`src/rtl/merkle_layer_sha256_pairer_defines.svh`:
```
// Assertion macros shared by the RTL of the Merkle layer pairer.
`ifndef MERKLE_LAYER_SHA256_PAIRER_DEFINES_SVH
`define MERKLE_LAYER_SHA256_PAIRER_DEFINES_SVH

// Same-cycle implication, disabled during reset.
`define MLSP_ASSERT_IMPLY(label, clk, rst_n, pre, post) \
  label: assert property (@(posedge clk) disable iff (!rst_n) (pre) |-> (post)) \
    else $error("assertion failed");

// Next-cycle implication, disabled during reset.
`define MLSP_ASSERT_NEXT(label, clk, rst_n, pre, post) \
  label: assert property (@(posedge clk) disable iff (!rst_n) (pre) |=> (post)) \
    else $error("assertion failed");

`endif

```
`src/rtl/mlsp_pkg.sv`:
```
// Types, constants and SHA-256 helper functions for the Merkle layer pairer.
package mlsp_pkg;

  typedef enum logic [2:0] {
    S_IN,
    S_PASS,
    S_LOAD,
    S_RND1,
    S_FIN1,
    S_RND2,
    S_FIN2,
    S_OUT
  } state_t;

  typedef logic [7:0][31:0] hash_vec_t;
  typedef logic [15:0][31:0] sched_t;

  localparam logic [31:0] K_TAB [64] = '{
    32'h428a2f98, 32'h71374491, 32'hb5c0fbcf, 32'he9b5dba5,
    32'h3956c25b, 32'h59f111f1, 32'h923f82a4, 32'hab1c5ed5,
    32'hd807aa98, 32'h12835b01, 32'h243185be, 32'h550c7dc3,
    32'h72be5d74, 32'h80deb1fe, 32'h9bdc06a7, 32'hc19bf174,
    32'he49b69c1, 32'hefbe4786, 32'h0fc19dc6, 32'h240ca1cc,
    32'h2de92c6f, 32'h4a7484aa, 32'h5cb0a9dc, 32'h76f988da,
    32'h983e5152, 32'ha831c66d, 32'hb00327c8, 32'hbf597fc7,
    32'hc6e00bf3, 32'hd5a79147, 32'h06ca6351, 32'h14292967,
    32'h27b70a85, 32'h2e1b2138, 32'h4d2c6dfc, 32'h53380d13,
    32'h650a7354, 32'h766a0abb, 32'h81c2c92e, 32'h92722c85,
    32'ha2bfe8a1, 32'ha81a664b, 32'hc24b8b70, 32'hc76c51a3,
    32'hd192e819, 32'hd6990624, 32'hf40e3585, 32'h106aa070,
    32'h19a4c116, 32'h1e376c08, 32'h2748774c, 32'h34b0bcb5,
    32'h391c0cb3, 32'h4ed8aa4a, 32'h5b9cca4f, 32'h682e6ff3,
    32'h748f82ee, 32'h78a5636f, 32'h84c87814, 32'h8cc70208,
    32'h90befffa, 32'ha4506ceb, 32'hbef9a3f7, 32'hc67178f2
  };

  localparam hash_vec_t SHA_IV = {
    32'h5be0cd19, 32'h1f83d9ab, 32'h9b05688c, 32'h510e527f,
    32'ha54ff53a, 32'h3c6ef372, 32'hbb67ae85, 32'h6a09e667
  };

  localparam logic [31:0] PAD_FIRST = 32'h80000000;
  localparam logic [31:0] PAD_LEN   = 32'd512;

  function automatic logic [31:0] rotr(input logic [31:0] x, input int n);
    rotr = (x >> n) | (x << (32 - n));
  endfunction

  function automatic logic [31:0] bsig0(input logic [31:0] x);
    bsig0 = rotr(x, 2) ^ rotr(x, 13) ^ rotr(x, 22);
  endfunction

  function automatic logic [31:0] bsig1(input logic [31:0] x);
    bsig1 = rotr(x, 6) ^ rotr(x, 11) ^ rotr(x, 25);
  endfunction

  function automatic logic [31:0] ssig0(input logic [31:0] x);
    ssig0 = rotr(x, 7) ^ rotr(x, 18) ^ (x >> 3);
  endfunction

  function automatic logic [31:0] ssig1(input logic [31:0] x);
    ssig1 = rotr(x, 17) ^ rotr(x, 19) ^ (x >> 10);
  endfunction

endpackage

```
`src/rtl/mlsp_in_if.sv`:
```
// Input digest-word channel.
interface mlsp_in_if;
  logic        valid;
  logic        ready;
  logic [63:0] in_word;

  modport source (output valid, output in_word, input ready);
  modport sink (input valid, input in_word, output ready);
endinterface

```
`src/rtl/mlsp_out_if.sv`:
```
// Result digest-word channel.
interface mlsp_out_if;
  logic        valid;
  logic        ready;
  logic [63:0] out_word;
  logic        digest_end;
  logic        layer_end;

  modport source (output valid, output out_word, output digest_end, output layer_end,
                  input ready);
  modport sink (input valid, input out_word, input digest_end, input layer_end,
                output ready);
endinterface

```
`src/rtl/mlsp_ram.sv`:
```
// Generic single-write, single-read RAM with registered read data.
module mlsp_ram #(
  parameter int WIDTH = 64,
  parameter int DEPTH = 8
) (
  input  logic                     clk,
  input  logic                     we,
  input  logic [$clog2(DEPTH)-1:0] waddr,
  input  logic [WIDTH-1:0]         wdata,
  input  logic [$clog2(DEPTH)-1:0] raddr,
  output logic [WIDTH-1:0]         rdata
);

  logic [WIDTH-1:0] mem [DEPTH];

  always_ff @(posedge clk) begin
    if (we) begin
      mem[waddr] <= wdata;
    end
    rdata <= mem[raddr];
  end

endmodule

```
`src/rtl/merkle_layer_sha256_pairer.sv`:
```
// Top level of the Merkle layer pairer: input buffer, SHA-256 engine and output register.
//
// Digest words are stored in an 8-entry pair buffer RAM as they arrive, one per cycle
// while the block is in its input state. After the eighth word of a pair the block stops
// taking input, loads the message schedule from the buffer, runs two 64-round
// compressions at one round per cycle with the feed-forward adds after each, and emits
// four result words as the output accepts them. An unpaired last digest is read back
// from the buffer and passed through. Words beyond the layer count (saturated at
// MAX_LAYER_NODES) are taken and dropped.
`include "merkle_layer_sha256_pairer_defines.svh"

module merkle_layer_sha256_pairer #(
  parameter longint unsigned MAX_LAYER_NODES = 1048576
) (
  input  logic        clk,
  input  logic        rst_n,
  mlsp_in_if.sink     in_ch,
  mlsp_out_if.source  out_ch,
  input  logic        psel,
  input  logic        penable,
  input  logic        pwrite,
  input  logic [2:0]  paddr,
  input  logic [31:0] pwdata,
  output logic [31:0] prdata,
  output logic        pready
);

  localparam logic [33:0] MAX_W = 34'(MAX_LAYER_NODES);

  mlsp_pkg::state_t    state_r, state_nxt;
  logic [20:0]         count_r, count_nxt;
  logic [20:0]         seen_r, seen_nxt;
  logic [2:0]          wpos_r, wpos_nxt;
  logic [5:0]          cnt_r, cnt_nxt;
  logic                last_r, last_nxt;
  mlsp_pkg::hash_vec_t h_r, h_nxt;
  mlsp_pkg::hash_vec_t v_r, v_nxt;
  mlsp_pkg::sched_t    w_r, w_nxt;
  logic                ov_r, ov_nxt;
  logic [63:0]         ow_r, ow_nxt;
  logic                de_r, de_nxt;
  logic                le_r, le_nxt;

  logic        ram_we;
  logic [2:0]  ram_raddr;
  logic [63:0] ram_rdata;
  logic [20:0] eff_count;
  logic        slot;
  logic        cfg_wr;
  logic [31:0] t1, t2, w_new;
  mlsp_pkg::hash_vec_t h_sum;

  mlsp_ram #(.WIDTH(64), .DEPTH(8)) u_pair_buf (
    .clk   (clk),
    .we    (ram_we),
    .waddr (wpos_r),
    .wdata (in_ch.in_word),
    .raddr (ram_raddr),
    .rdata (ram_rdata)
  );

  assign pready    = 1'b1;
  assign prdata    = {11'd0, count_r};
  assign cfg_wr    = psel && penable && pwrite && (paddr == 3'd0);
  assign eff_count = ({13'd0, count_r} > MAX_W) ? MAX_W[20:0] : count_r;
  assign slot      = !ov_r || out_ch.ready;
  assign ram_raddr = (state_r == mlsp_pkg::S_PASS) ? {1'b0, cnt_r[1:0]} : cnt_r[2:0];

  assign in_ch.ready       = (state_r == mlsp_pkg::S_IN);
  assign ram_we            = in_ch.valid && in_ch.ready && (seen_r < eff_count);
  assign out_ch.valid      = ov_r;
  assign out_ch.out_word   = ow_r;
  assign out_ch.digest_end = de_r;
  assign out_ch.layer_end  = le_r;

  assign t1 = v_r[7] + mlsp_pkg::bsig1(v_r[4]) + ((v_r[4] & v_r[5]) ^ (~v_r[4] & v_r[6]))
            + mlsp_pkg::K_TAB[cnt_r] + w_r[0];
  assign t2 = mlsp_pkg::bsig0(v_r[0])
            + ((v_r[0] & v_r[1]) ^ (v_r[0] & v_r[2]) ^ (v_r[1] & v_r[2]));
  assign w_new = w_r[0] + mlsp_pkg::ssig0(w_r[1]) + w_r[9] + mlsp_pkg::ssig1(w_r[14]);

  always_comb begin
    for (int i = 0; i < 8; i++) begin
      h_sum[i] = h_r[i] + v_r[i];
    end
  end

  always_ff @(posedge clk) begin
    if (!rst_n) begin
      state_r <= mlsp_pkg::S_IN;
      count_r <= 21'd1;
      seen_r  <= '0;
      wpos_r  <= '0;
      cnt_r   <= '0;
      last_r  <= 1'b0;
      ov_r    <= 1'b0;
    end else begin
      state_r <= state_nxt;
      count_r <= count_nxt;
      seen_r  <= seen_nxt;
      wpos_r  <= wpos_nxt;
      cnt_r   <= cnt_nxt;
      last_r  <= last_nxt;
      ov_r    <= ov_nxt;
    end
    h_r  <= h_nxt;
    v_r  <= v_nxt;
    w_r  <= w_nxt;
    ow_r <= ow_nxt;
    de_r <= de_nxt;
    le_r <= le_nxt;
  end

  always_comb begin
    state_nxt = state_r;
    count_nxt = count_r;
    seen_nxt  = seen_r;
    wpos_nxt  = wpos_r;
    cnt_nxt   = cnt_r;
    last_nxt  = last_r;
    h_nxt     = h_r;
    v_nxt     = v_r;
    w_nxt     = w_r;
    ov_nxt    = ov_r && !out_ch.ready;
    ow_nxt    = ow_r;
    de_nxt    = de_r;
    le_nxt    = le_r;

    unique case (state_r)
      mlsp_pkg::S_IN: begin
        if (ram_we) begin
          wpos_nxt = wpos_r + 3'd1;
          cnt_nxt  = '0;
          if (wpos_r == 3'd3 && ({1'b0, seen_r} + 22'd1) == {1'b0, eff_count}) begin
            seen_nxt  = seen_r + 21'd1;
            wpos_nxt  = '0;
            state_nxt = mlsp_pkg::S_PASS;
          end else if (wpos_r == 3'd7) begin
            seen_nxt  = seen_r + 21'd2;
            last_nxt  = ({1'b0, seen_r} + 22'd2) == {1'b0, eff_count};
            state_nxt = mlsp_pkg::S_LOAD;
          end
        end
        if (cfg_wr) begin
          count_nxt = pwdata[20:0];
          seen_nxt  = '0;
          wpos_nxt  = '0;
        end
      end
      mlsp_pkg::S_PASS: begin
        // cnt_r[2] flags that read data for entry cnt_r[1:0] is valid
        if (!cnt_r[2]) begin
          cnt_nxt = {cnt_r[5:3], 1'b1, cnt_r[1:0]};
        end else if (slot) begin
          ov_nxt  = 1'b1;
          ow_nxt  = ram_rdata;
          de_nxt  = (cnt_r[1:0] == 2'd3);
          le_nxt  = (cnt_r[1:0] == 2'd3);
          cnt_nxt = {4'd0, cnt_r[1:0] + 2'd1};
          if (cnt_r[1:0] == 2'd3) begin
            cnt_nxt   = '0;
            state_nxt = mlsp_pkg::S_IN;
          end
        end
      end
      mlsp_pkg::S_LOAD: begin
        cnt_nxt = cnt_r + 6'd1;
        if (cnt_r != 6'd0) begin
          for (int i = 0; i < 14; i++) begin
            w_nxt[i] = w_r[i+2];
          end
          w_nxt[14] = ram_rdata[63:32];
          w_nxt[15] = ram_rdata[31:0];
        end
        if (cnt_r == 6'd8) begin
          cnt_nxt   = '0;
          h_nxt     = mlsp_pkg::SHA_IV;
          v_nxt     = mlsp_pkg::SHA_IV;
          state_nxt = mlsp_pkg::S_RND1;
        end
      end
      mlsp_pkg::S_RND1, mlsp_pkg::S_RND2: begin
        for (int i = 0; i < 15; i++) begin
          w_nxt[i] = w_r[i+1];
        end
        w_nxt[15] = w_new;
        v_nxt[7]  = v_r[6];
        v_nxt[6]  = v_r[5];
        v_nxt[5]  = v_r[4];
        v_nxt[4]  = v_r[3] + t1;
        v_nxt[3]  = v_r[2];
        v_nxt[2]  = v_r[1];
        v_nxt[1]  = v_r[0];
        v_nxt[0]  = t1 + t2;
        cnt_nxt   = cnt_r + 6'd1;
        if (cnt_r == 6'd63) begin
          state_nxt = (state_r == mlsp_pkg::S_RND1) ? mlsp_pkg::S_FIN1 : mlsp_pkg::S_FIN2;
        end
      end
      mlsp_pkg::S_FIN1: begin
        h_nxt     = h_sum;
        v_nxt     = h_sum;
        w_nxt     = '0;
        w_nxt[0]  = mlsp_pkg::PAD_FIRST;
        w_nxt[15] = mlsp_pkg::PAD_LEN;
        cnt_nxt   = '0;
        state_nxt = mlsp_pkg::S_RND2;
      end
      mlsp_pkg::S_FIN2: begin
        h_nxt     = h_sum;
        cnt_nxt   = '0;
        state_nxt = mlsp_pkg::S_OUT;
      end
      mlsp_pkg::S_OUT: begin
        if (slot) begin
          ov_nxt  = 1'b1;
          ow_nxt  = {h_r[{cnt_r[1:0], 1'b0}], h_r[{cnt_r[1:0], 1'b1}]};
          de_nxt  = (cnt_r[1:0] == 2'd3);
          le_nxt  = (cnt_r[1:0] == 2'd3) && last_r;
          cnt_nxt = cnt_r + 6'd1;
          if (cnt_r[1:0] == 2'd3) begin
            cnt_nxt   = '0;
            state_nxt = mlsp_pkg::S_IN;
          end
        end
      end
      default: begin
        state_nxt = mlsp_pkg::S_IN;
      end
    endcase
  end

  `MLSP_ASSERT_IMPLY(a_layer_end_on_digest_end, clk, rst_n,
    out_ch.valid && out_ch.layer_end, out_ch.digest_end)
  `MLSP_ASSERT_NEXT(a_round_loop_exit, clk, rst_n,
    state_r == mlsp_pkg::S_RND1 && cnt_r == 6'd63, state_r == mlsp_pkg::S_FIN1)
  `MLSP_ASSERT_IMPLY(a_seen_within_count, clk, rst_n,
    state_r == mlsp_pkg::S_IN && !cfg_wr, seen_r <= eff_count)

endmodule

```
`src/flat_wrapper.sv`:
```
// flat-port wrapper written by rule: the top's interface ports become plain ports
module merkle_layer_sha256_pairer_flat 
#(
  parameter longint unsigned MAX_LAYER_NODES = 1048576
)
  (clk, rst_n, psel, penable, pwrite, paddr, pwdata, prdata, pready, in_ch_valid, in_ch_in_word, in_ch_ready, out_ch_valid, out_ch_out_word, out_ch_digest_end, out_ch_layer_end, out_ch_ready);
  mlsp_in_if in_ch_i ();
  mlsp_out_if out_ch_i ();
  input  logic clk;
  input  logic rst_n;
  input  logic psel;
  input  logic penable;
  input  logic pwrite;
  input  logic [2:0] paddr;
  input  logic [31:0] pwdata;
  output logic [31:0] prdata;
  output logic pready;
  input wire logic [$bits(in_ch_i.valid)-1:0] in_ch_valid;
  input wire logic [$bits(in_ch_i.in_word)-1:0] in_ch_in_word;
  output wire logic [$bits(in_ch_i.ready)-1:0] in_ch_ready;
  output wire logic [$bits(out_ch_i.valid)-1:0] out_ch_valid;
  output wire logic [$bits(out_ch_i.out_word)-1:0] out_ch_out_word;
  output wire logic [$bits(out_ch_i.digest_end)-1:0] out_ch_digest_end;
  output wire logic [$bits(out_ch_i.layer_end)-1:0] out_ch_layer_end;
  input wire logic [$bits(out_ch_i.ready)-1:0] out_ch_ready;
  assign in_ch_i.valid = in_ch_valid;
  assign in_ch_i.in_word = in_ch_in_word;
  assign in_ch_ready = in_ch_i.ready;
  assign out_ch_valid = out_ch_i.valid;
  assign out_ch_out_word = out_ch_i.out_word;
  assign out_ch_digest_end = out_ch_i.digest_end;
  assign out_ch_layer_end = out_ch_i.layer_end;
  assign out_ch_i.ready = out_ch_ready;
  merkle_layer_sha256_pairer #(.MAX_LAYER_NODES(MAX_LAYER_NODES)) u_core (.clk(clk), .rst_n(rst_n), .in_ch(in_ch_i), .out_ch(out_ch_i), .psel(psel), .penable(penable), .pwrite(pwrite), .paddr(paddr), .pwdata(pwdata), .prdata(prdata), .pready(pready));
endmodule
```
`config.mk`:
```
export PLATFORM = sky130hd
export DESIGN_NAME = merkle_layer_sha256_pairer_flat
export DESIGN_NICKNAME = d
export VERILOG_FILES = /design/src/rtl/mlsp_pkg.sv /design/src/rtl/mlsp_in_if.sv /design/src/rtl/mlsp_out_if.sv /design/src/rtl/mlsp_ram.sv /design/src/rtl/merkle_layer_sha256_pairer.sv /design/src/flat_wrapper.sv
export VERILOG_INCLUDE_DIRS = /design/src /design/src/rtl
export SDC_FILE = /design/constraint.sdc
export NUM_CORES = 2
export LEC_CHECK = 0
export ABC_AREA = 1
export BUFFER_PORTS_ARGS = -buffer_cell sky130_fd_sc_hd__buf_2
export CAP_MARGIN = 10
export CORE_MARGIN = 3
export CORE_UTILIZATION = 46
export CTS_BUF_LIST = sky130_fd_sc_hd__clkbuf_16
export DETAILED_ROUTE_END_ITERATION = 8
export GPL_TIMING_DRIVEN = 0
export MAX_ROUTING_LAYER = met4
export SLEW_MARGIN = 20
export SYNTH_ARGS = -nofsm -noshare
export SYNTH_HDL_FRONTEND = slang
export SYNTH_SLANG_ARGS = --single-unit
```
`constraint.sdc`:
```
create_clock -name clk -period 28.2 [get_ports clk]
set_clock_uncertainty 0.15 [all_clocks]
set_input_delay 2.82 -clock clk [delete_from_list [all_inputs] [get_ports clk]]
set_output_delay 2.82 -clock clk [all_outputs]
set_load 0.02 [all_outputs]
```
-- Yosys cells after proc, flatten, opt, wreduce, memory -nomap -nowiden
Memory sizes are Yosys's and may differ from the RTL's. A register that Yosys moved wholly into a read port is not among the register bits.
Index checks and enable logic that the tools add are counted.
- add/sub/neg operators: 25
- order comparisons: 5
- eq/ne operators: 22
- muxes and demuxes: 54
- bitwise logic cells: 29
- reduce and logical (&&, ||, !) cells: 33
- operators by type and width (kind ; count):
    one-hot mux 512 bit (3 select lines) ; 1
    one-hot mux 256 bit (3 select lines) ; 1
    adder 32 bit ; 18
    2-to-1 mux 512 bit ; 1
    one-hot mux 256 bit (2 select lines) ; 1
    bitwise XOR 32 bit ; 9
    2-to-1 mux 256 bit ; 1
    2-to-1 mux 64 bit ; 3
    AND 32 bit ; 5
    binary-select mux 32 bit (select 2 bit) ; 2
    2-to-1 mux 32 bit ; 4
    one-hot mux 64 bit (2 select lines) ; 1
    2-to-1 mux 21 bit ; 5
    equality test 22 x 21 -> 1 bit ; 2
    2-to-1 mux 3 bit ; 12
    2-to-1 mux 6 bit ; 6
    one-hot mux 6 bit (6 select lines) ; 1
    inverter 32 bit ; 1
    bitwise OR 10 x 32 -> 32 bit ; 1
    bitwise OR 13 x 32 -> 32 bit ; 1
    bitwise OR 14 x 32 -> 32 bit ; 1
    bitwise OR 15 x 32 -> 32 bit ; 1
    bitwise OR 19 x 32 -> 32 bit ; 1
    bitwise OR 21 x 32 -> 32 bit ; 1
    44 further kinds ; 88
- register bits: 1146
- RAM bits: 512
- ROM bits: 2048
- input bits: 106
- logic and storage cells: 213
- memories kept: 2
- memories (name ; depth ; width ; rd ports ; clocked after Yosys merged registers in ; write ports ; RTL line ; source):
    (name not given) ; 64 ; 32 ; 1 ; 0 ; 0 ; merkle_layer_sha256_pairer.sv:77 ; + mlsp_pkg::K_TAB[cnt_r] + w_r[0];
    u_core.u_pair_buf.mem ; 8 ; 64 ; 1 ; 1 ; 1 ; mlsp_ram.sv:14 ; logic [WIDTH-1:0] mem [DEPTH];

-- Logic depth before layout (Yosys ltp)
- depth in word-level cells: 9
- gate-level depth with buffers: 47
- mapped depth without buffers: 45

-- By module
A second synthesis with hierarchy kept.
- cells, all modules: 11386
- area, all modules: 102857.4 um2
- modules (own cells, without submodules) (module ; times used ; cells each ; area each (um2)):
    merkle_layer_sha256_pairer ; 1 ; 9092 ; 79199.7
    mlsp_ram ; 1 ; 2294 ; 23657.7

-- Worst setup path before layout
No wires, ideal clock.
- kind: reg2reg
- from: reg u_core.state_r[0]
- to: reg u_core.w_r[0] (netlist bit), enable pin
- arrival time: 28145 ps
- required time: 26355 ps
- setup slack: -1789 ps
- cell stages (with the launch flop): 4
- buffers on the path: 1
- period minus slack after synthesis: 29989 ps
- cells stage by stage: dfxtp_1 -> clkbuf_1 -> nor3_1 -> a31oi_1
- word-level cells in the longest chain between the ends: 4
- elaborated cells on any way between the ends: 8
- ends and longest elaborated chain (item ; RTL line ; source):
    start, declared ; merkle_layer_sha256_pairer.sv:30 ; mlsp_pkg::state_t state_r, state_nxt;
    start signal, assigned ; merkle_layer_sha256_pairer.sv:90 ; state_r <= mlsp_pkg::S_IN;
    start signal, assigned ; merkle_layer_sha256_pairer.sv:98 ; state_r <= state_nxt;
    equality test 3 bit or equality test 3 x 2 -> 1 bit (tied branches) ; merkle_layer_sha256_pairer.sv:129 ; unique case (state_r)
    OR reduction 2 bit ; merkle_layer_sha256_pairer.sv:129 ;
    nonzero test 3 bit (no source line) ; -- ;
    AND reduction 2 bit (no source line) (*) ; -- ;
    end signal, assigned ; merkle_layer_sha256_pairer.sv:108 ; w_r <= w_nxt;
    end, declared ; merkle_layer_sha256_pairer.sv:38 ; mlsp_pkg::sched_t w_r, w_nxt;
Mark *: on every way between the ends. The rest lies on a longest branch, timed or not.
A chain may end at the register's enable or synchronous reset.

==> impl_metrics.tcl <==
set metrics [dict create \
    cap_violations 0 \
    cts.reportedPaths.clkPinSlew_ns 0.07 \
    totalWireLength_um 464000 \
    place.gp.congestion 1.11 \
    cts_sinks 1722 \
    dp_hpwl_um 376000 \
    max_freq_mhz 75.1 \
    fp.dieH_um 471 \
    synth-seq-cells 1722 \
    syn_avg_cell_area_um2 9.45 \
    layout_commonest_cell "edfxtp_1" \
    synthCells 10524 \
    r2r_slack_ns 14.88 \
    cp-start-kind "flip-flop" \
    drt_iter0_drc 13113 \
    fp.coreArea_mm2 0.215 \
    fin_crit_ns 13.32 \
    crit_path_end_kind "flip-flop" \
    hold_end "u_core.u_pair_buf.rdata[54]" \
    reg2reg_depth 44 \
    die_w_um 471 \
    cts_tree "built" \
    io_buffer_count 183 \
    cp_slowest_cell "xor2_2" \
    grt_max_degree 27 \
    viasPerCell 6.12 \
    cts_root_buf "clkbuf_16" \
    postRouteAntennaNets 0 \
    cts_resized 0 \
    area_growth_pct 14.0 \
    num_rows 170 \
    reg2reg_to "u_core.v_r[31]" \
    yosys_warnings 0 \
    antenna_found_initial 50 \
    pin_count 207 \
    path_common_cell "nand2_1" \
    grt_pass1_wl_um 629000 \
    yosysSeqAreaShare 0.508 \
    layout-drive-gt1-share 0.0754 \
    post_cts_buffers 0 \
    rsz0062_at_grt "false" \
    synthArstFlopShare 0 \
    finalCritPeriodShare 0.472 \
    overflow 0 \
    worstPathRequired_ns 28.72 \
    initial_core_util 0.463 \
    tightest_slew_ns 1.31 \
    grt_usage 0.418 \
    min-delay-start "u_core.u_pair_buf.mem[3][54]" \
    arrival_ns 13.84 \
    finalSetupViolCount 0 \
    final_cell_mix "1602 x edfxtp_1, 1442 x inv_1, 1428 x nand2_1" \
    timing.final.hold_violations 0 \
    cts_buffers 187 \
    finalMaxSlewViolations 0 \
    die_area_mm2 0.222 \
    worstSetupPathType "flip-flop to flip-flop" \
    num-nets-final 11805 \
    slew_headroom 0.121 \
    syn_area_mm2 0.0995 \
    setup-tns-final_ns 0 \
    remaining_drc_errors 0 \
    vias 86442 \
    wl_per_cell_um 32.8 \
    status "finished, final reports clean" \
    hold_ws_ns 0.402 \
    rr_startpoint "u_core.cnt_r[0]" \
    synth_cell_types 64 \
    slowest_delay_ns 0.77 \
    grt_pass1_vias 81199 \
    cts.path.max_buffers 3 \
    ys_dominant_reg_cell "edfxtp_1" \
    htreeDepth 4 \
    dr.pass1.iters 9 \
    cts_hold_buf 0 \
    hold-path-cell-count 2 \
    path_max_fanout 10 \
    hp-class "flip-flop to flip-flop" \
    clkLatencyLatePin_ns 0.90 \
    synth_edf_count 1602 \
]
[per-layer routing]
layer,share of wire,wire [um],vias up,GRT usage
met4,0.067,30900,0,0.231
met1,0.39,181000,42258,0.550
met2,0.43,197000,5681,0.596
met3,0.12,54400,954,0.0997
li1,-,-,37549,-
met5,0,0,-,-
[registers in the layout, summed over array words and instances, names as in the netlist]
signal	flops
u_core.out_ch.valid	1
u_core.state_r	3
u_core.w_r	512
u_core.seen_r	21
u_core.out_ch.out_word	64
u_core.u_pair_buf.rdata	64
u_core.u_pair_buf.mem	512
u_core.out_ch.layer_end	1
u_core.v_r	256
u_core.wpos_r	3
u_core.last_r	1
u_core.out_ch.digest_end	1
u_core.h_r	256
u_core.cnt_r	6
u_core.count_r	21
[worst max-delay path: cells and delay by family, from the launching register on]
kind | cells | cell delay [ns]
DFF | 1 | 0.53
adders and majority gates | 8 | 3.67
and+or+nand+nor | 16 | 2.00
buffers and inverters | 10 | 3.44
AOI/OAI and AO/OA | 9 | 2.44
xor gates and xnor gates | 1 | 0.77
[area by class of cell]
class / count / area, um2
antenna: 37 / 92.6
buffer: 483 / 2000
clock buffer: 189 / 4730
clock inverter: 163 / 1570
fill: 19298 / 101000
inverter: 1410 / 5290
multi-input combinational: 6919 / 42100
sequential: 1722 / 50500
tap: 2838 / 3550
timing repair buffer: 361 / 3570
[logic make-up (layout without fill, tap and decap cells)]
logic type	Yosys count	after routing	share of synthesized area
and+or+nand+nor	3109	3109	0.126
AOI/OAI and AO/OA	2615	2615	0.151
buffers and inverters	1893	2606	0.0725
DFF	1722	1722	0.508
adders and majority gates	636	636	0.0942
xor gates and xnor gates	541	541	0.0477
muxes	6	6	0.000604
other	2	49	0.0000755
[cells in the mapped netlist (all sizes together) (79+ instances only)]
library cell | n | share of area
inv | 1403 | 0.053
xor2 | 328 | 0.029
ha | 420 | 0.053
nor3 | 79 | 0.0041
o21ai | 981 | 0.049
a21oi | 538 | 0.027
o211ai | 117 | 0.0088
o22ai | 643 | 0.040
nand3 | 280 | 0.014
clkbuf | 430 | 0.016
a31oi | 105 | 0.0066
xnor2 | 213 | 0.019
dfxtp | 120 | 0.024
nand2 | 1437 | 0.054
edfxtp | 1602 | 0.48
fa | 195 | 0.039
nor2 | 1178 | 0.045
[how the worst max path moves through the flow]
stage / from / end / cells after the start
2_1_floorplan: u_core.cnt_r[0] / u_core.h_r[0] / 13
3_3_place_gp: u_core.cnt_r[0] / u_core.h_r[5] / 13
3_5_place_dp: u_core.cnt_r[0] / u_core.v_r[143] / 34
4_1_cts: u_core.cnt_r[0] / u_core.v_r[143] / 34
5_1_grt: u_core.cnt_r[0] / u_core.v_r[31] / 42
6_report: u_core.cnt_r[0] / u_core.v_r[31] / 44
[per-stage QoR]
step            util  cell area [um2]  cells  setup WS [ns]
2_1_floorplan      -            99500  10534           7.30
3_3_place_gp   0.484           104000  13555         -11.58
3_5_place_dp   0.498           107000  13733          15.10
4_1_cts        0.527           113000  14085          15.00
5_1_grt        0.528           113000  14106          14.75
6_report       0.528           113000  14122          14.88
Power is not shown: default switching activity piles up to over one toggle a cycle in this logic, so the estimate is an artifact.
